File: src/rtl/i2c_register_access_master_macros.svh
// ---------------------------------------------------------------------------
// I2C register access master - assertion macros
// Immediate-consequence and next-cycle checks with a common reset guard.
// ---------------------------------------------------------------------------
`ifndef I2C_REGISTER_ACCESS_MASTER_MACROS_SVH
`define I2C_REGISTER_ACCESS_MASTER_MACROS_SVH

// ante must imply cons in the same cycle
`define I2C_RAM_ASSERT_IMPL(label, clk, rst, ante, cons) \
   label: assert property (@(posedge clk) disable iff (rst) (ante) |-> (cons)) \
      else $error("i2c register access master: check failed");

// ante must imply cons in the following cycle
`define I2C_RAM_ASSERT_NEXT(label, clk, rst, ante, cons) \
   label: assert property (@(posedge clk) disable iff (rst) (ante) |=> (cons)) \
      else $error("i2c register access master: check failed");

`endif

File: src/rtl/i2c_ram_pkg.sv
// ---------------------------------------------------------------------------
// I2C register access master - package
// Sequencer states, request and status codes, byte roles and constants.
// ---------------------------------------------------------------------------
`default_nettype none

package i2c_ram_pkg;

   localparam int PHASE_W = 16;
   localparam int ADDR_W  = 7;
   localparam int BYTE_W  = 8;
   localparam int BITS_W  = 4;

   localparam logic [BYTE_W-1:0] BYTE_MSB  = 8'h80;
   localparam logic [BYTE_W-1:0] READ_BIT  = 8'h01;
   localparam logic [BITS_W-1:0] BYTE_BITS = 4'd8;

   typedef enum logic [24:0] {
      ST_IDLE = 25'h0000001,
      ST_S0   = 25'h0000002,
      ST_S1   = 25'h0000004,
      ST_S2   = 25'h0000008,
      ST_B0   = 25'h0000010,
      ST_B1   = 25'h0000020,
      ST_B2   = 25'h0000040,
      ST_A0   = 25'h0000080,
      ST_A1   = 25'h0000100,
      ST_A2   = 25'h0000200,
      ST_A3   = 25'h0000400,
      ST_WAIT = 25'h0000800,
      ST_Q0   = 25'h0001000,
      ST_Q1   = 25'h0002000,
      ST_Q2   = 25'h0004000,
      ST_R0   = 25'h0008000,
      ST_R1   = 25'h0010000,
      ST_K0   = 25'h0020000,
      ST_K1   = 25'h0040000,
      ST_K2   = 25'h0080000,
      ST_K3   = 25'h0100000,
      ST_P0   = 25'h0200000,
      ST_P1   = 25'h0400000,
      ST_P2   = 25'h0800000,
      ST_P3   = 25'h1000000
   } step_type;

   typedef enum logic [1:0] {
      REQ_TICK  = 2'd0,
      REQ_START = 2'd1,
      REQ_DATA  = 2'd2,
      REQ_NONE  = 2'd3
   } req_code_type;

   typedef enum logic [1:0] {
      STAT_OK        = 2'd0,
      STAT_BUS_BUSY  = 2'd1,
      STAT_ADDR_NACK = 2'd2,
      STAT_DATA_NACK = 2'd3
   } status_type;

   typedef enum logic [1:0] {
      ROLE_ADDR_W = 2'd0,
      ROLE_REG    = 2'd1,
      ROLE_DATA   = 2'd2,
      ROLE_ADDR_R = 2'd3
   } role_type;

   typedef enum logic {
      CSR_DEVICE_ADDRESS = 1'b0,
      CSR_PHASE_TICKS    = 1'b1
   } csr_index_type;

endpackage

`default_nettype wire

File: src/rtl/i2c_register_access_master.sv
// ---------------------------------------------------------------------------
// I2C register access master
// Open-drain burst register read/write sequencer driven by tick transfers.
// ---------------------------------------------------------------------------
// One request transfer is taken in any cycle in which the response register is
// empty or its transfer completes, so items can follow back to back at one per
// clock; the response is presented in the following cycle from an output
// register, and a stalled response stalls the request channel. Each tick
// request outside the idle and wait steps advances the phase counter by one and
// ends at most one pin phase, so a phase lasts phase_ticks tick transfers (0 acts
// as 1). Start and data requests update the sequencer without counting time. A
// write holds the clock low in the wait step until a data byte is supplied.
`default_nettype none

`include "i2c_register_access_master_macros.svh"

module i2c_register_access_master (
   input  wire logic        clock,
   input  wire logic        reset,
   // configuration
   input  wire logic        csr_we,
   input  wire logic [0:0]  csr_index,
   input  wire logic [15:0] csr_wdata,
   // request channel
   input  wire logic        req_valid,
   output logic             req_stall,
   input  wire logic [1:0]  req_type,
   input  wire logic        req_is_read,
   input  wire logic [7:0]  req_reg_addr,
   input  wire logic [7:0]  req_length,
   input  wire logic [7:0]  req_data_byte,
   input  wire logic        req_sda_in,
   // response channel
   output logic             rsp_valid,
   input  wire logic        rsp_stall,
   output logic             rsp_scl_out,
   output logic             rsp_sda_out,
   output logic [7:0]       rsp_rd_data,
   output logic             rsp_rd_valid,
   output logic             rsp_need_data,
   output logic             rsp_done_res,
   output logic [1:0]       rsp_status,
   output logic             rsp_busy_res
);

   // configuration
   logic [i2c_ram_pkg::ADDR_W-1:0]  dev_addr_ff;
   logic [i2c_ram_pkg::PHASE_W-1:0] phase_ticks_ff;

   // sequencer state
   i2c_ram_pkg::step_type           step_ff,   step_in;
   logic [i2c_ram_pkg::PHASE_W-1:0] phase_ff,  phase_in;
   logic [i2c_ram_pkg::BYTE_W-1:0]  shift_ff,  shift_in;
   logic [i2c_ram_pkg::BITS_W-1:0]  bits_ff,   bits_in;
   logic [i2c_ram_pkg::BYTE_W-1:0]  bytes_ff,  bytes_in;
   logic [i2c_ram_pkg::BYTE_W-1:0]  hreg_ff,   hreg_in;
   logic                            rmode_ff,  rmode_in;
   logic [i2c_ram_pkg::BYTE_W:0]    pend_ff,   pend_in;
   logic [1:0]                      drive_ff,  drive_in;
   i2c_ram_pkg::status_type         lstat_ff,  lstat_in;
   i2c_ram_pkg::role_type           role_ff,   role_in;
   logic                            nack_ff,   nack_in;

   // response register
   logic                            rsp_valid_ff, rsp_valid_in;
   logic [1:0]                      rsp_drive_ff;
   logic [i2c_ram_pkg::BYTE_W-1:0]  rsp_rd_data_ff;
   logic                            rsp_rd_valid_ff;
   logic                            rsp_need_ff;
   logic                            rsp_done_ff;
   i2c_ram_pkg::status_type         rsp_status_ff;
   logic                            rsp_busy_ff;

   logic                            accept;
   logic                            got;
   logic                            fin;
   logic                            do_go;
   i2c_ram_pkg::step_type           go_tgt;
   logic [i2c_ram_pkg::PHASE_W-1:0] limit;
   logic [i2c_ram_pkg::PHASE_W-1:0] phase_sum;

   assign req_stall    = rsp_valid_ff & rsp_stall;
   assign accept       = req_valid & ~req_stall;
   assign rsp_valid_in = accept | (rsp_valid_ff & rsp_stall);
   assign limit        = (phase_ticks_ff == '0) ? {{(i2c_ram_pkg::PHASE_W-1){1'b0}}, 1'b1}
                                                : phase_ticks_ff;
   assign phase_sum    = phase_ff + {{(i2c_ram_pkg::PHASE_W-1){1'b0}}, 1'b1};

   always_comb begin
      step_in  = step_ff;
      phase_in = phase_ff;
      shift_in = shift_ff;
      bits_in  = bits_ff;
      bytes_in = bytes_ff;
      hreg_in  = hreg_ff;
      rmode_in = rmode_ff;
      pend_in  = pend_ff;
      drive_in = drive_ff;
      lstat_in = lstat_ff;
      role_in  = role_ff;
      nack_in  = nack_ff;
      got      = 1'b0;
      fin      = 1'b0;
      do_go    = 1'b0;
      go_tgt   = i2c_ram_pkg::ST_IDLE;

      if (accept) begin
         priority if (req_type == i2c_ram_pkg::REQ_START) begin
            if (step_ff == i2c_ram_pkg::ST_IDLE) begin
               rmode_in = req_is_read;
               hreg_in  = req_reg_addr;
               bytes_in = req_length;
               pend_in  = '0;
               lstat_in = i2c_ram_pkg::STAT_OK;
               nack_in  = 1'b0;
               shift_in = '0;
               bits_in  = '0;
               do_go    = 1'b1;
               go_tgt   = i2c_ram_pkg::ST_S0;
            end
         end else if (req_type == i2c_ram_pkg::REQ_DATA) begin
            if (step_ff != i2c_ram_pkg::ST_IDLE) begin
               pend_in = {1'b1, req_data_byte};
            end
         end else if (req_type == i2c_ram_pkg::REQ_TICK &&
                      step_ff != i2c_ram_pkg::ST_IDLE) begin
            if (step_ff == i2c_ram_pkg::ST_WAIT) begin
               if (pend_ff[i2c_ram_pkg::BYTE_W]) begin
                  shift_in = pend_ff[i2c_ram_pkg::BYTE_W-1:0];
                  pend_in  = '0;
                  role_in  = i2c_ram_pkg::ROLE_DATA;
                  bits_in  = i2c_ram_pkg::BYTE_BITS;
                  do_go    = 1'b1;
                  go_tgt   = i2c_ram_pkg::ST_B0;
               end
            end else begin
               phase_in = phase_sum;
               if (phase_in >= limit || phase_in == '0) begin
                  do_go = 1'b1;
                  unique case (step_ff)
                     i2c_ram_pkg::ST_S0: begin
                        if (!req_sda_in) begin
                           lstat_in = i2c_ram_pkg::STAT_BUS_BUSY;
                           go_tgt   = i2c_ram_pkg::ST_IDLE;
                           fin      = 1'b1;
                        end else begin
                           go_tgt = i2c_ram_pkg::ST_S1;
                        end
                     end
                     i2c_ram_pkg::ST_S1: begin
                        if (req_sda_in) begin
                           lstat_in = i2c_ram_pkg::STAT_BUS_BUSY;
                           go_tgt   = i2c_ram_pkg::ST_IDLE;
                           fin      = 1'b1;
                        end else begin
                           go_tgt = i2c_ram_pkg::ST_S2;
                        end
                     end
                     i2c_ram_pkg::ST_S2: begin
                        shift_in = {dev_addr_ff, 1'b0};
                        role_in  = i2c_ram_pkg::ROLE_ADDR_W;
                        bits_in  = i2c_ram_pkg::BYTE_BITS;
                        go_tgt   = i2c_ram_pkg::ST_B0;
                     end
                     i2c_ram_pkg::ST_Q0: go_tgt = i2c_ram_pkg::ST_Q1;
                     i2c_ram_pkg::ST_Q1: go_tgt = i2c_ram_pkg::ST_Q2;
                     i2c_ram_pkg::ST_Q2: begin
                        shift_in = {dev_addr_ff, 1'b0} | i2c_ram_pkg::READ_BIT;
                        role_in  = i2c_ram_pkg::ROLE_ADDR_R;
                        bits_in  = i2c_ram_pkg::BYTE_BITS;
                        go_tgt   = i2c_ram_pkg::ST_B0;
                     end
                     i2c_ram_pkg::ST_B0: go_tgt = i2c_ram_pkg::ST_B1;
                     i2c_ram_pkg::ST_B1: go_tgt = i2c_ram_pkg::ST_B2;
                     i2c_ram_pkg::ST_B2: begin
                        bits_in = bits_ff - 4'd1;
                        go_tgt  = (bits_in != '0) ? i2c_ram_pkg::ST_B0 : i2c_ram_pkg::ST_A0;
                     end
                     i2c_ram_pkg::ST_A0: go_tgt = i2c_ram_pkg::ST_A1;
                     i2c_ram_pkg::ST_A1: go_tgt = i2c_ram_pkg::ST_A2;
                     i2c_ram_pkg::ST_A2: begin
                        nack_in = req_sda_in;
                        go_tgt  = i2c_ram_pkg::ST_A3;
                     end
                     i2c_ram_pkg::ST_A3: begin
                        unique case (role_ff)
                           i2c_ram_pkg::ROLE_ADDR_W: begin
                              if (nack_ff) begin
                                 lstat_in = i2c_ram_pkg::STAT_ADDR_NACK;
                                 go_tgt   = i2c_ram_pkg::ST_P0;
                              end else begin
                                 shift_in = hreg_ff;
                                 role_in  = i2c_ram_pkg::ROLE_REG;
                                 bits_in  = i2c_ram_pkg::BYTE_BITS;
                                 go_tgt   = i2c_ram_pkg::ST_B0;
                              end
                           end
                           i2c_ram_pkg::ROLE_REG: begin
                              if (rmode_ff) begin
                                 go_tgt = i2c_ram_pkg::ST_Q0;
                              end else if (bytes_ff == '0) begin
                                 lstat_in = i2c_ram_pkg::STAT_OK;
                                 go_tgt   = i2c_ram_pkg::ST_P0;
                              end else begin
                                 go_tgt = i2c_ram_pkg::ST_WAIT;
                              end
                           end
                           i2c_ram_pkg::ROLE_DATA: begin
                              if (nack_ff) begin
                                 lstat_in = i2c_ram_pkg::STAT_DATA_NACK;
                                 go_tgt   = i2c_ram_pkg::ST_P0;
                              end else begin
                                 bytes_in = bytes_ff - 8'd1;
                                 if (bytes_in == '0) begin
                                    lstat_in = i2c_ram_pkg::STAT_OK;
                                    go_tgt   = i2c_ram_pkg::ST_P0;
                                 end else begin
                                    go_tgt = i2c_ram_pkg::ST_WAIT;
                                 end
                              end
                           end
                           i2c_ram_pkg::ROLE_ADDR_R: begin
                              if (bytes_ff == '0) begin
                                 lstat_in = i2c_ram_pkg::STAT_OK;
                                 go_tgt   = i2c_ram_pkg::ST_P0;
                              end else begin
                                 shift_in = '0;
                                 bits_in  = i2c_ram_pkg::BYTE_BITS;
                                 go_tgt   = i2c_ram_pkg::ST_R0;
                              end
                           end
                        endcase
                     end
                     i2c_ram_pkg::ST_R0: go_tgt = i2c_ram_pkg::ST_R1;
                     i2c_ram_pkg::ST_R1: begin
                        shift_in = {shift_ff[i2c_ram_pkg::BYTE_W-2:0], req_sda_in};
                        bits_in  = bits_ff - 4'd1;
                        if (bits_in != '0) begin
                           go_tgt = i2c_ram_pkg::ST_R0;
                        end else begin
                           got    = 1'b1;
                           go_tgt = i2c_ram_pkg::ST_K0;
                        end
                     end
                     i2c_ram_pkg::ST_K0: go_tgt = i2c_ram_pkg::ST_K1;
                     i2c_ram_pkg::ST_K1: go_tgt = i2c_ram_pkg::ST_K2;
                     i2c_ram_pkg::ST_K2: go_tgt = i2c_ram_pkg::ST_K3;
                     i2c_ram_pkg::ST_K3: begin
                        bytes_in = bytes_ff - 8'd1;
                        if (bytes_in == '0) begin
                           lstat_in = i2c_ram_pkg::STAT_OK;
                           go_tgt   = i2c_ram_pkg::ST_P0;
                        end else begin
                           shift_in = '0;
                           bits_in  = i2c_ram_pkg::BYTE_BITS;
                           go_tgt   = i2c_ram_pkg::ST_R0;
                        end
                     end
                     i2c_ram_pkg::ST_P0: go_tgt = i2c_ram_pkg::ST_P1;
                     i2c_ram_pkg::ST_P1: go_tgt = i2c_ram_pkg::ST_P2;
                     i2c_ram_pkg::ST_P2: go_tgt = i2c_ram_pkg::ST_P3;
                     i2c_ram_pkg::ST_P3: begin
                        go_tgt = i2c_ram_pkg::ST_IDLE;
                        fin    = 1'b1;
                     end
                     default: go_tgt = i2c_ram_pkg::ST_IDLE;
                  endcase
               end
            end
         end else begin
            // unused code, or a tick while idle
            do_go = 1'b0;
         end
      end

      // entry actions of the step being entered
      if (do_go) begin
         step_in  = go_tgt;
         phase_in = '0;
         unique case (go_tgt)
            i2c_ram_pkg::ST_IDLE, i2c_ram_pkg::ST_S0, i2c_ram_pkg::ST_Q0:
               drive_in = 2'b11;
            i2c_ram_pkg::ST_S1, i2c_ram_pkg::ST_Q1, i2c_ram_pkg::ST_P1:
               drive_in[0] = 1'b0;
            i2c_ram_pkg::ST_B1: begin
               drive_in = {1'b0, (shift_in & i2c_ram_pkg::BYTE_MSB) != '0};
               shift_in = {shift_in[i2c_ram_pkg::BYTE_W-2:0], 1'b0};
            end
            i2c_ram_pkg::ST_A1, i2c_ram_pkg::ST_P3:
               drive_in[0] = 1'b1;
            i2c_ram_pkg::ST_R0:
               drive_in = 2'b01;
            i2c_ram_pkg::ST_K1:
               drive_in[0] = (bytes_in == 8'd1);
            i2c_ram_pkg::ST_B2, i2c_ram_pkg::ST_A2, i2c_ram_pkg::ST_R1,
            i2c_ram_pkg::ST_K2, i2c_ram_pkg::ST_P2:
               drive_in[1] = 1'b1;
            i2c_ram_pkg::ST_B0, i2c_ram_pkg::ST_A0, i2c_ram_pkg::ST_A3,
            i2c_ram_pkg::ST_WAIT, i2c_ram_pkg::ST_K0, i2c_ram_pkg::ST_K3,
            i2c_ram_pkg::ST_P0:
               drive_in[1] = 1'b0;
            default:
               drive_in = drive_ff;
         endcase
      end
   end

   always_ff @(posedge clock) begin
      if (reset) begin
         dev_addr_ff    <= '0;
         phase_ticks_ff <= 16'd1;
      end else if (csr_we) begin
         unique case (i2c_ram_pkg::csr_index_type'(csr_index))
            i2c_ram_pkg::CSR_DEVICE_ADDRESS: dev_addr_ff    <= csr_wdata[i2c_ram_pkg::ADDR_W-1:0];
            i2c_ram_pkg::CSR_PHASE_TICKS:    phase_ticks_ff <= csr_wdata;
         endcase
      end
   end

   always_ff @(posedge clock) begin
      if (reset) begin
         step_ff      <= i2c_ram_pkg::ST_IDLE;
         phase_ff     <= '0;
         shift_ff     <= '0;
         bits_ff      <= '0;
         bytes_ff     <= '0;
         hreg_ff      <= '0;
         rmode_ff     <= 1'b0;
         pend_ff      <= '0;
         drive_ff     <= 2'b11;
         lstat_ff     <= i2c_ram_pkg::STAT_OK;
         role_ff      <= i2c_ram_pkg::ROLE_ADDR_W;
         nack_ff      <= 1'b0;
         rsp_valid_ff <= 1'b0;
      end else begin
         step_ff      <= step_in;
         phase_ff     <= phase_in;
         shift_ff     <= shift_in;
         bits_ff      <= bits_in;
         bytes_ff     <= bytes_in;
         hreg_ff      <= hreg_in;
         rmode_ff     <= rmode_in;
         pend_ff      <= pend_in;
         drive_ff     <= drive_in;
         lstat_ff     <= lstat_in;
         role_ff      <= role_in;
         nack_ff      <= nack_in;
         rsp_valid_ff <= rsp_valid_in;
      end
   end

   always_ff @(posedge clock) begin
      if (accept) begin
         rsp_drive_ff    <= drive_in;
         rsp_rd_data_ff  <= got ? shift_in : '0;
         rsp_rd_valid_ff <= got;
         rsp_need_ff     <= (step_in == i2c_ram_pkg::ST_WAIT);
         rsp_done_ff     <= fin;
         rsp_status_ff   <= lstat_in;
         rsp_busy_ff     <= (step_in != i2c_ram_pkg::ST_IDLE);
      end
   end

   assign rsp_valid     = rsp_valid_ff;
   assign rsp_scl_out   = rsp_drive_ff[1];
   assign rsp_sda_out   = rsp_drive_ff[0];
   assign rsp_rd_data   = rsp_rd_data_ff;
   assign rsp_rd_valid  = rsp_rd_valid_ff;
   assign rsp_need_data = rsp_need_ff;
   assign rsp_done_res  = rsp_done_ff;
   assign rsp_status    = rsp_status_ff;
   assign rsp_busy_res  = rsp_busy_ff;

   // clock held low while a write waits for data; both lines free when idle
   `I2C_RAM_ASSERT_IMPL(a_wait_scl_low, clock, reset,
      step_ff == i2c_ram_pkg::ST_WAIT, drive_ff[1] == 1'b0)
   `I2C_RAM_ASSERT_IMPL(a_idle_released, clock, reset,
      step_ff == i2c_ram_pkg::ST_IDLE, drive_ff == 2'b11)
   `I2C_RAM_ASSERT_NEXT(a_start_taken, clock, reset,
      accept && req_type == i2c_ram_pkg::REQ_START && step_ff == i2c_ram_pkg::ST_IDLE,
      step_ff == i2c_ram_pkg::ST_S0 && rsp_valid_ff && rsp_busy_ff)
   `I2C_RAM_ASSERT_IMPL(a_rd_byte_busy, clock, reset,
      rsp_valid_ff && rsp_rd_valid_ff, rsp_busy_ff && !rsp_done_ff)

endmodule

`default_nettype wire

File: config.mk
export PLATFORM = sky130hd
export DESIGN_NAME = i2c_register_access_master
export DESIGN_NICKNAME = d
export VERILOG_FILES = /design/src/rtl/i2c_ram_pkg.sv /design/src/rtl/i2c_register_access_master.sv
export VERILOG_INCLUDE_DIRS = /design/src /design/src/rtl
export SDC_FILE = /design/constraint.sdc
export NUM_CORES = 1
export LEC_CHECK = 0
export BUFFER_PORTS_ARGS = -buffer_cell sky130_fd_sc_hd__buf_2
export CAP_MARGIN = 20
export CORE_MARGIN = 2
export CORE_UTILIZATION = 45
export CTS_CLUSTER_DIAMETER = 150
export DETAILED_ROUTE_END_ITERATION = 7
export PLACE_DENSITY = 0.63
export SYNTH_ARGS = -nofsm -noshare
export SYNTH_HDL_FRONTEND = slang
export SYNTH_SLANG_ARGS = --single-unit
File: constraint.sdc
create_clock -name clock -period 4.17 [get_ports clock]
set_input_delay 0.417 -clock clock [delete_from_list [all_inputs] [get_ports clock]]
set_output_delay 0.417 -clock clock [all_outputs]
set_load 0.01 [all_outputs]
* Yosys cells after proc, flatten, opt, wreduce, memory -nomap -nowiden
Cells that the tools add are included.
Word-level totals: output and inout port bits 18, logic and storage cells 260, bits in registers 126, input bits 50
Operators by class: bitwise logic cells 10, $add $sub $neg 3, reduce and logical (&&, ||, !) cells 36, equality and inequality tests 69, order comparisons 1, multiplexer cells 118
Operators with widths (count):
- $pmux W25 S21 | 1
- $mux W8 | 24
- $mux W25 | 7
- $mux W22 | 7
- $pmux W25 S4 | 1
- $eq A25 B12 Y1 const B | 3
- $mux W9 | 6
- $eq A25 B1 Y1 const B | 2
- $eq A25 B10 Y1 const B | 2
- $eq A25 B11 Y1 const B | 2
- $eq A25 B13 Y1 const B | 2
- $eq A25 B14 Y1 const B | 2
- $eq A25 B16 Y1 const B | 2
- $eq A25 B17 Y1 const B | 2
- $eq A25 B18 Y1 const B | 2
- $eq A25 B19 Y1 const B | 2
- $eq A25 B2 Y1 const B | 2
- $eq A25 B20 Y1 const B | 2
- $eq A25 B21 Y1 const B | 2
- $eq A25 B22 Y1 const B | 2
- $eq A25 B23 Y1 const B | 2
- $eq A25 B24 Y1 const B | 2
- $eq A25 B25 Y1 const B | 2
- $eq A25 B3 Y1 const B | 2
- 63 further kinds | 154

* Longest topological paths before layout
Gate-level depths: netlist of run 1.
depth after elaboration 16, mapped depth 19, mapped depth without buffers 17

* Worst setup path before layout of run 1
Ideal clock, no wire load.
path type register -> register, from register phase_ff[0] (netlist name), to register rsp_drive_ff[0], data pin, library setup time 0.146 ns, slack -0.170 ns, arrival 4.194 ns, required time 4.024 ns, clock period less this slack 4.340 ns, cell stages (with the launch flop) 18, buffers on the path 1, path through dfxtp_1 > ha_1 > nand3_2 > or2_1 > buf_2 > nor3_2 > xor2_1 > ha_1 > nand4_1 > o311ai_0 > a211oi_1 > o21ai_1 > nand3_1 > mux2i_1 > o211ai_1 > nand4b_1 > or4_4 > a21oi_1
Between the ends: longest elaborated chain between the ends 13, elaborated cells between the ends (all ways) 44, classes of those cells add/sub (1); order compare (1); eq/ne (12); mux (26); reduce/logical (4)
RTL lines:
- from (decl) | RTL line i2c_register_access_master.sv:52 | logic [i2c_ram_pkg::PHASE_W-1:0] phase_ff, phase_in;
- from (signal assigned) | RTL line i2c_register_access_master.sv:337 | phase_ff <= phase_in;
- $add A16 B1 Y16 (*) | RTL line i2c_register_access_master.sv:87 | assign phase_sum = phase_ff + {{(i2c_ram_pkg::PHASE_W-1){1'b0}}, 1'b1};
- net phase_sum (one bit) | RTL line i2c_register_access_master.sv:80 | logic [i2c_ram_pkg::PHASE_W-1:0] phase_sum;
- $ge A16 B16 Y1 or $logic_not A16 Y1 (tied branches) | RTL line i2c_register_access_master.sv:138 | if (phase_in >= limit || phase_in == '0) begin
- $logic_or A1 B1 Y1 (*) | RTL line i2c_register_access_master.sv:138
- $mux W25 | RTL line i2c_register_access_master.sv:138
- $mux W25 | RTL line i2c_register_access_master.sv:127 | if (step_ff == i2c_ram_pkg::ST_WAIT) begin
- $mux W25 | RTL line i2c_register_access_master.sv:125 | end else if (req_type == i2c_ram_pkg::REQ_TICK &&
- $mux W25 | RTL line i2c_register_access_master.sv:121 | end else if (req_type == i2c_ram_pkg::REQ_DATA) begin
- $mux W25 | RTL line i2c_register_access_master.sv:108 | priority if (req_type == i2c_ram_pkg::REQ_START) begin
- $mux W25 | RTL line i2c_register_access_master.sv:107 | if (accept) begin
- $eq A25 B16 Y1 (tied with other cells) | RTL line i2c_register_access_master.sv:280 | unique case (go_tgt)
- $reduce_or A6 Y1 (no line) or $reduce_or A3 Y1 (tied branches)
- $pmux W1 S4 | RTL line i2c_register_access_master.sv:280
- $mux W2 (*) | RTL line i2c_register_access_master.sv:277 | if (do_go) begin
- net drive_in[0] | RTL line i2c_register_access_master.sv:59 | logic [1:0] drive_ff, drive_in;
- to (signal assigned) | RTL line i2c_register_access_master.sv:354 | rsp_drive_ff <= drive_in;
- to (decl) | RTL line i2c_register_access_master.sv:66 | logic [1:0] rsp_drive_ff;
The timed path passes the listed nets; every way through them passes the cells marked *. A chain may end at the register's enable or synchronous reset.

* Final worst setup path of run 1
from register phase_ff[2] (netlist name), to register rsp_drive_ff[0], data pin
Same word-level chain as after synthesis.

==> impl_metrics.csv, run 1 <==
group,metric,value,unit
run_status,outcome,"completed",
global_route,grt_pass1_vias,8464,
cells_and_area,n_fill_cell,1805,
clock_network,clkTransAtPathRegs,60,ps
logic_synthesis,ys_ff_latch,126,
setup_path,critPathBufInv,1,
sta,rsz0062_at_grt,"true",
drt,vias,8944,
place,hpwl,22170,um
global_route,grt_remaining_overflow,0,
logic_synthesis,post_synth.cell_area_avg,7.655,um2
power,power_leakage,4.177,nW
flow_run,cap_violations,0,
logic_synthesis,yosys.area.top_type,"dfxtp_1",
power,p_clk_frac,0.482,
setup_path,end_kind,"flop",
place,place_congestion,1.031,
clock_network,htreeDepth,4,
logic_synthesis,synth.most_common_cell,"nor2_1",
sta,holdWs,218.6,ps
power,swShare,0.2689,
setup_path,crit_path_frequent_cell,"nand4_1",
setup_path,path_cells,"nand4_1 > nor2_2 > buf_4 > nand3_1 > xnor2_1 > ha_1 > nand4_1 > o21ba_2 > a211oi_4 > nand2_2 > nand3_2 > mux2i_1 > o211ai_1 > nand4b_1 > or4_4 > a21oi_1",
power,p_sw,0.8344,mW
logic_synthesis,synth_area,8558,um2
cells_and_area,area_delta_synth_final,20.61,%
power,total_power,3.103,mW
clock_network,hold_buffers,0,
power,p_int,2.269,mW
drt,ant_nets,0,
logic_synthesis,synth_cells,1118,
clock_network,tritoncts,"done",
clock_network,clock_sinks,126,
global_route,antenna_found_initial,0,
cells_and_area,final-seq-area,2683,um2
sta,slew_violations,0,
setup_path,cp_slowest_stage_delay,510,ps
sta,setup_viol,0,
drt,drtPass1Iterations,6,
clock_network,post_cts.repair.setup_buffers,0,
cells_and_area,layout-drive-gt1-share,0.1989,
global_route,grt_pass1_wl,46510,um
place,portBuffers,67,
sta,fin_crit,4035,ps
power,comb_power_share,0.106,
sta,period_share,0.9676,
floorplanning,ioPinCount,68,
power,p_seq_frac,0.412,
logic_synthesis,synth_edf_count,16,
power,powerDensity,300.6,nW/um2
floorplanning,start_util,0.4575,
logic_synthesis,synth.top_cell.area_share,0.2573,
logic_synthesis,yosysSeqAreaShare,0.3135,
clock_network,numCtsBuffers,17,
logic_synthesis,ys_types,90,
sta,worst_pin_slew,1098,ps
logic_synthesis,synth_top_cells_by_count,"nor2_1 (135), nand2_1 (134), dfxtp_1 (110)",
floorplanning,die_x,141.9,um
drt,drt-total-wl,29560,um
power,vdd_drop_max,0.2627,mV
clock_network,cts-root-buf,"clkbuf_16",
cells_and_area,diodes,0,
sta,slew-limit-headroom,0.2605,
clock_network,clockBufferDepth,2,
global_route,grt_max_degree,84,
logic_synthesis,ys_warn_count,0,
sta,finClkSkew,17.36,ps
setup_path,crit_arrival,4310,ps
floorplanning,die_h,141.9,um
drt,vias_per_cell,6.019,
min_path,hp-class,"in -> reg",
setup_path,startpoint,"phase_ff[2]",
setup_path,crit_type,"reg -> reg",
setup_path,slowest_stage,"or4_4",
logic_synthesis,syn_nets,1198,
drt,drc,0,
min_path,min_from,"req_valid",
setup_path,critPathMaxFanout,5,
sta,fmax,0.2478,GHz
floorplanning,coreArea,18710,um2
logic_synthesis,synth_async_sr_flop_share,0,
drt,drt_iter0_markers,823,
floorplanning,dieArea,20140,um2
setup_path,worst_ep_required_time,4450,ps
logic_synthesis,synthFlopType,"dfxtp_1",
logic_synthesis,synth_area_leaders,"dfxtp_1 (26%), nor2_1 (5.9%), nand2_1 (5.9%)",
cells_and_area,utilization,0.5518,
setup_path,crit_family,"simple AND/OR/NAND/NOR gates",
floorplanning,num_rows,50,
drt,routedWlPerCell,19.89,um
setup_path,startpoint_type,"flop",
sta,finalHoldViolCount,0,
setup_path,r2r_slack,140,ps
place,post-place-ws,-21.45,ps
cells_and_area,multi_input_area,5537,um2
cells_and_area,final_nets,1319,
clock_network,clock_latency,430,ps
cells_and_area,fin_cells,1486,
setup_path,r2r_start,"phase_ff[2]",
sta,finalWorstSetupSlack,135.0,ps
place,dp_cells,1454,
global_route,grt.total_usage,0.2980,
[flip-flops by register name, summed over array words and instances, names as in the netlist, 7 cells and up]
name and cells:
bytes_ff 8, dev_addr_ff 7, hreg_ff 8, pend_ff 9, phase_ff 16, phase_ticks_ff 16, rsp_rd_data 8, shift_ff 8
step_ff 25
[final timing paths]
kind | to | cells after the start
hold / removal | rsp_valid | 2
setup reg to reg | rsp_drive_ff[0] | 16
hold reg to reg | hreg_ff[4] | 2
setup / recovery | rsp_drive_ff[0] | 16
[repair_timing]
action                     CTS  global route
pin swaps                    0             2
gates resized for setup      1            19
gates cloned                 0             0
setup endpoints to repair    1            27
[metal layers]
layer | up-vias | share of wire | track usage
met3 | 54 | 0.089 | 0.08167
met2 | 400 | 0.42 | 0.4504
met5 | - | 0 | 0
met4 | 0 | 0.020 | 0.07526
met1 | 4204 | 0.47 | 0.4207
li1 | 4286 | - | -
[final cells by class]
class	instances	share of cell area
Clock buffer	18	0.04158
Clock inverter	14	0.01515
Inverter	43	0.01564
Multi-Input combinational cell	887	0.5364
Sequential cell	126	0.2599
Tap cell	234	0.02836
Timing Repair Buffer	164	0.1030
[logic make-up (layout without fill, tap and decap cells)]
group / Yosys count / count (layout) / synth area share
DFF: 126 / 126 / 0.3134
AOI/OAI and AO/OA: 254 / 254 / 0.1942
xor gates and xnor gates: 43 / 43 / 0.04401
adders and majority gates: 30 / 30 / 0.04386
and+or+nand+nor: 537 / 537 / 0.3259
buffers and inverters: 105 / 239 / 0.05131
muxes: 23 / 23 / 0.02734
[per-stage QoR]
stage,cell area [um2],setup TNS (ps)
floorplan,8563,0
global placement,9647,0
detailed placement,9647,-21.45
CTS,10230,0
global route,10320,-74.33
finish,10320,0
[worst register-to-register path, cell delays in order (launching register included)]
cell      delay (ps)
dfxtp_1          430
nand4_1          230
nor2_2           180
buf_4            140
nand3_1           80
xnor2_1          220
ha_1             300
nand4_1          240
o21ba_2          230
a211oi_4         350
nand2_2          170
nand3_2          150
mux2i_1          200
o211ai_1         130
nand4b_1         190
or4_4            510
a21oi_1          140
[power groups by stage]
stage	registers [mW]	logic [mW]	clock network (mW)
floorplan	1.30	0.178	0
global placement	1.30	0.306	0
detailed placement	1.30	0.308	0
CTS	1.28	0.310	1.52
global route	1.28	0.360	1.57
finish	1.28	0.328	1.50
[layout by cell type, fill, tap and decap left out, drive strengths merged, types with 20 or more instances in the layout]
| cell type | count |
|---|---|
| nand2 | 135 |
| dfxtp | 110 |
| buf | 164 |
| nor3 | 39 |
| a21oi | 94 |
| ha | 30 |
| and2 | 20 |
| inv | 48 |
| nor4 | 33 |
| nand4 | 21 |
| a22oi | 21 |
| nor2 | 136 |
| nand3 | 47 |
| mux2i | 20 |
| xnor2 | 24 |
| o21ai | 45 |
Note: power is estimated with default switching activity, not from simulation.
==> inputs of run 2 (changes only) <==
PLACE_DENSITY = 0.61   (was 0.63)
clock period = 4.1 ns   (was 4.17 ns; I/O delays follow)
==> impl_metrics.csv, run 2 (synthesized netlist as in run 1, its figures left out) <==
group,metric,value,unit
global_route,grt_pass1_wl,45790,um
sta,tns,-79.77,ps
clock_network,clkTransAtPathRegs,60,ps
sta,finalHoldViolCount,0,
floorplanning,ioPinCount,68,
setup_path,crit_arrival,4440,ps
setup_path,cp_slowest_stage_delay,570,ps
power,vdd_drop_max,0.2484,mV
cells_and_area,diodes,0,
global_route,grt.total_usage,0.2933,
setup_path,end_kind,"flop",
clock_network,tritoncts,"done",
sta,finalWorstSetupSlack,-63.63,ps
run_status,outcome,"finished with violations",
floorplanning,dieArea,20140,um2
cells_and_area,layout-drive-gt1-share,0.2204,
setup_path,critPathBufInv,0,
clock_network,clock_sinks,126,
drt,ant_nets,0,
floorplanning,die_h,141.9,um
min_path,worst_hold_path.num_cells,2,
drt,drt-total-wl,29590,um
setup_path,slowest_stage,"or4_4",
floorplanning,start_util,0.4575,
drt,drtPass1Iterations,6,
drt,routedWlPerCell,19.73,um
sta,fmax,0.2402,GHz
cells_and_area,biggestRegsByFlops,"step_ff x25, phase_ff x16, phase_ticks_ff x16",
place,hpwl,22430,um
setup_path,r2r_slack,-60,ps
cells_and_area,mostFrequentLayoutCell,"nor2_1",
sta,worst_pin_slew,962.0,ps
cells_and_area,final_nets,1333,
sta,fin_crit,4164,ps
drt,vias,8990,
clock_network,numCtsBuffers,17,
sta,period_share,1.016,
cells_and_area,largest_reg_flops,25,
clock_network,hold_buffers,0,
drt,vias_per_cell,5.993,
setup_path,rr_endpoint,"rsp_drive_ff[0]",
floorplanning,coreArea,18710,um2
min_path,min_from,"req_valid",
power,powerDensity,297.7,nW/um2
cells_and_area,area_delta_synth_final,22.79,%
floorplanning,num_rows,50,
place,place_congestion,0.9814,
floorplanning,die_x,141.9,um
global_route,grt_max_degree,84,
setup_path,crit_family,"simple AND/OR/NAND/NOR gates",
run_status,violations,"negative setup slack",
flow_run,cap_violations,0,
setup_path,reg2regPathDepth,16,
sta,setup_viol,2,
setup_path,crit_type,"reg -> reg",
sta,holdWs,210.7,ps
cells_and_area,top_register,"step_ff",
min_path,hp-class,"in -> reg",
setup_path,startpoint_type,"flop",
clock_network,htreeDepth,4,
sta,slew_violations,0,
clock_network,clockBufferDepth,2,
setup_path,worst_ep_required_time,4380,ps
global_route,antenna_found_initial,0,
global_route,grt_remaining_overflow,0,
setup_path,r2r_start,"phase_ff[0]",
setup_path,path_cells,"ha_2 > nand3_2 > or2_4 > nor3_4 > xor2_1 > ha_1 > nand4_1 > a2111oi_4 > a211oi_4 > o21ai_2 > nand3_1 > o311ai_1 > o41a_1 > nand2_1 > or4_4 > a21oi_2",
place,portBuffers,67,
place,post-place-ws,-88.21,ps
global_route,grt_pass1_vias,8181,
power,power_leakage,4.251,nW
setup_path,critPathMaxFanout,6,
min_path,whs_endpoint,"rsp_valid",
sta,finClkSkew,17.35,ps
drt,drc,0,
sta,slew-limit-headroom,0.3532,
cells_and_area,mostFrequentLayoutCells,"nor2_1 (132), nand2_1 (131), dfxtp_1 (107), buf_4 (104), a21oi_1 (89)",
sta,rsz0062_at_grt,"true",
drt,drt_iter0_markers,944,
clock_network,cts-root-buf,"clkbuf_16",
clock_network,clock_latency,430,ps
## run 2: changes by cell type in the layout (fill, tap and decap cells not counted), moves of 3 or more
cell	before	now
dfxtp_2	0	3
buf_4	97	104
inv_6	4	8
dfxtp_1	110	107
clkinv_4	3	0
buf_6	0	5
## run 2: layout make-up
| cell class | instances | area (um2) |
|---|---|---|
| inverters | 43 | 161.4 |
| fillers | 1844 | 8197 |
| flip-flops and latches | 126 | 2686 |
| clock inverters | 15 | 142.6 |
| multi-input cells | 887 | 5600 |
| repair buffers | 178 | 1200 |
| clock buffers | 17 | 425.4 |
| well taps | 234 | 292.8 |
## run 2: report_power, final
part | total [mW] | switching (mW) | leakage [nW] | internal, mW
combinational | 0.355 | 0.218 | 2.93 | 0.136
clock | 1.47 | 0.670 | 0.271 | 0.805
sequential | 1.30 | 0.0227 | 1.04 | 1.28
## run 2: stage by stage
stage	instance area, um2	utilization	total power [mW]	instances
3_3_place_gp	9698	0.5185	1.642	1459
4_1_cts	10290	0.5500	3.122	1491
5_1_grt	10510	0.5618	3.234	1500
3_5_place_dp	9698	0.5185	1.644	1459
6_report	10510	0.5618	3.128	1500
2_1_floorplan	8564	-	1.504	1118
## run 2: how the worst max path moves through the flow
stage	startpoint	to	slack, ps	cells past startpoint
global placement	phase_ff[1]	rsp_drive_ff[0]	70	18
floorplan	phase_ff[0]	rsp_drive_ff[0]	10	17
global route	phase_ff[1]	rsp_drive_ff[0]	-280	16
finish	phase_ff[0]	rsp_drive_ff[0]	-60	16
CTS	phase_ff[1]	rsp_drive_ff[0]	30	18
detailed placement	phase_ff[1]	rsp_drive_ff[0]	-90	16
## run 2: worst reg2reg max path, delay by kind of cell, from the launching register on
family	cells	cell delay, ps
DFF	1	340
and+or+nand+nor	7	1670
xor gates and xnor gates	1	100
AOI/OAI and AO/OA	6	1390
adders and majority gates	2	510
## run 2: routing by layer
layer,track usage,vias up,part of all wire
met1,0.4390,4176,0.46
met5,0,-,0
li1,-,4308,-
met3,0.05164,59,0.090
met4,0.09000,0,0.024
met2,0.4272,447,0.43
## run 2: what timing repair did
| item | 4_1_cts | 5_1_grt |
|---|---|---|
| pin swaps | 1 | 14 |
| setup buffers | 0 | 8 |
| endpoints found under the setup margin | 4 | 40 |
| gates cloned | 0 | 0 |
| gates resized for setup | 6 | 37 |
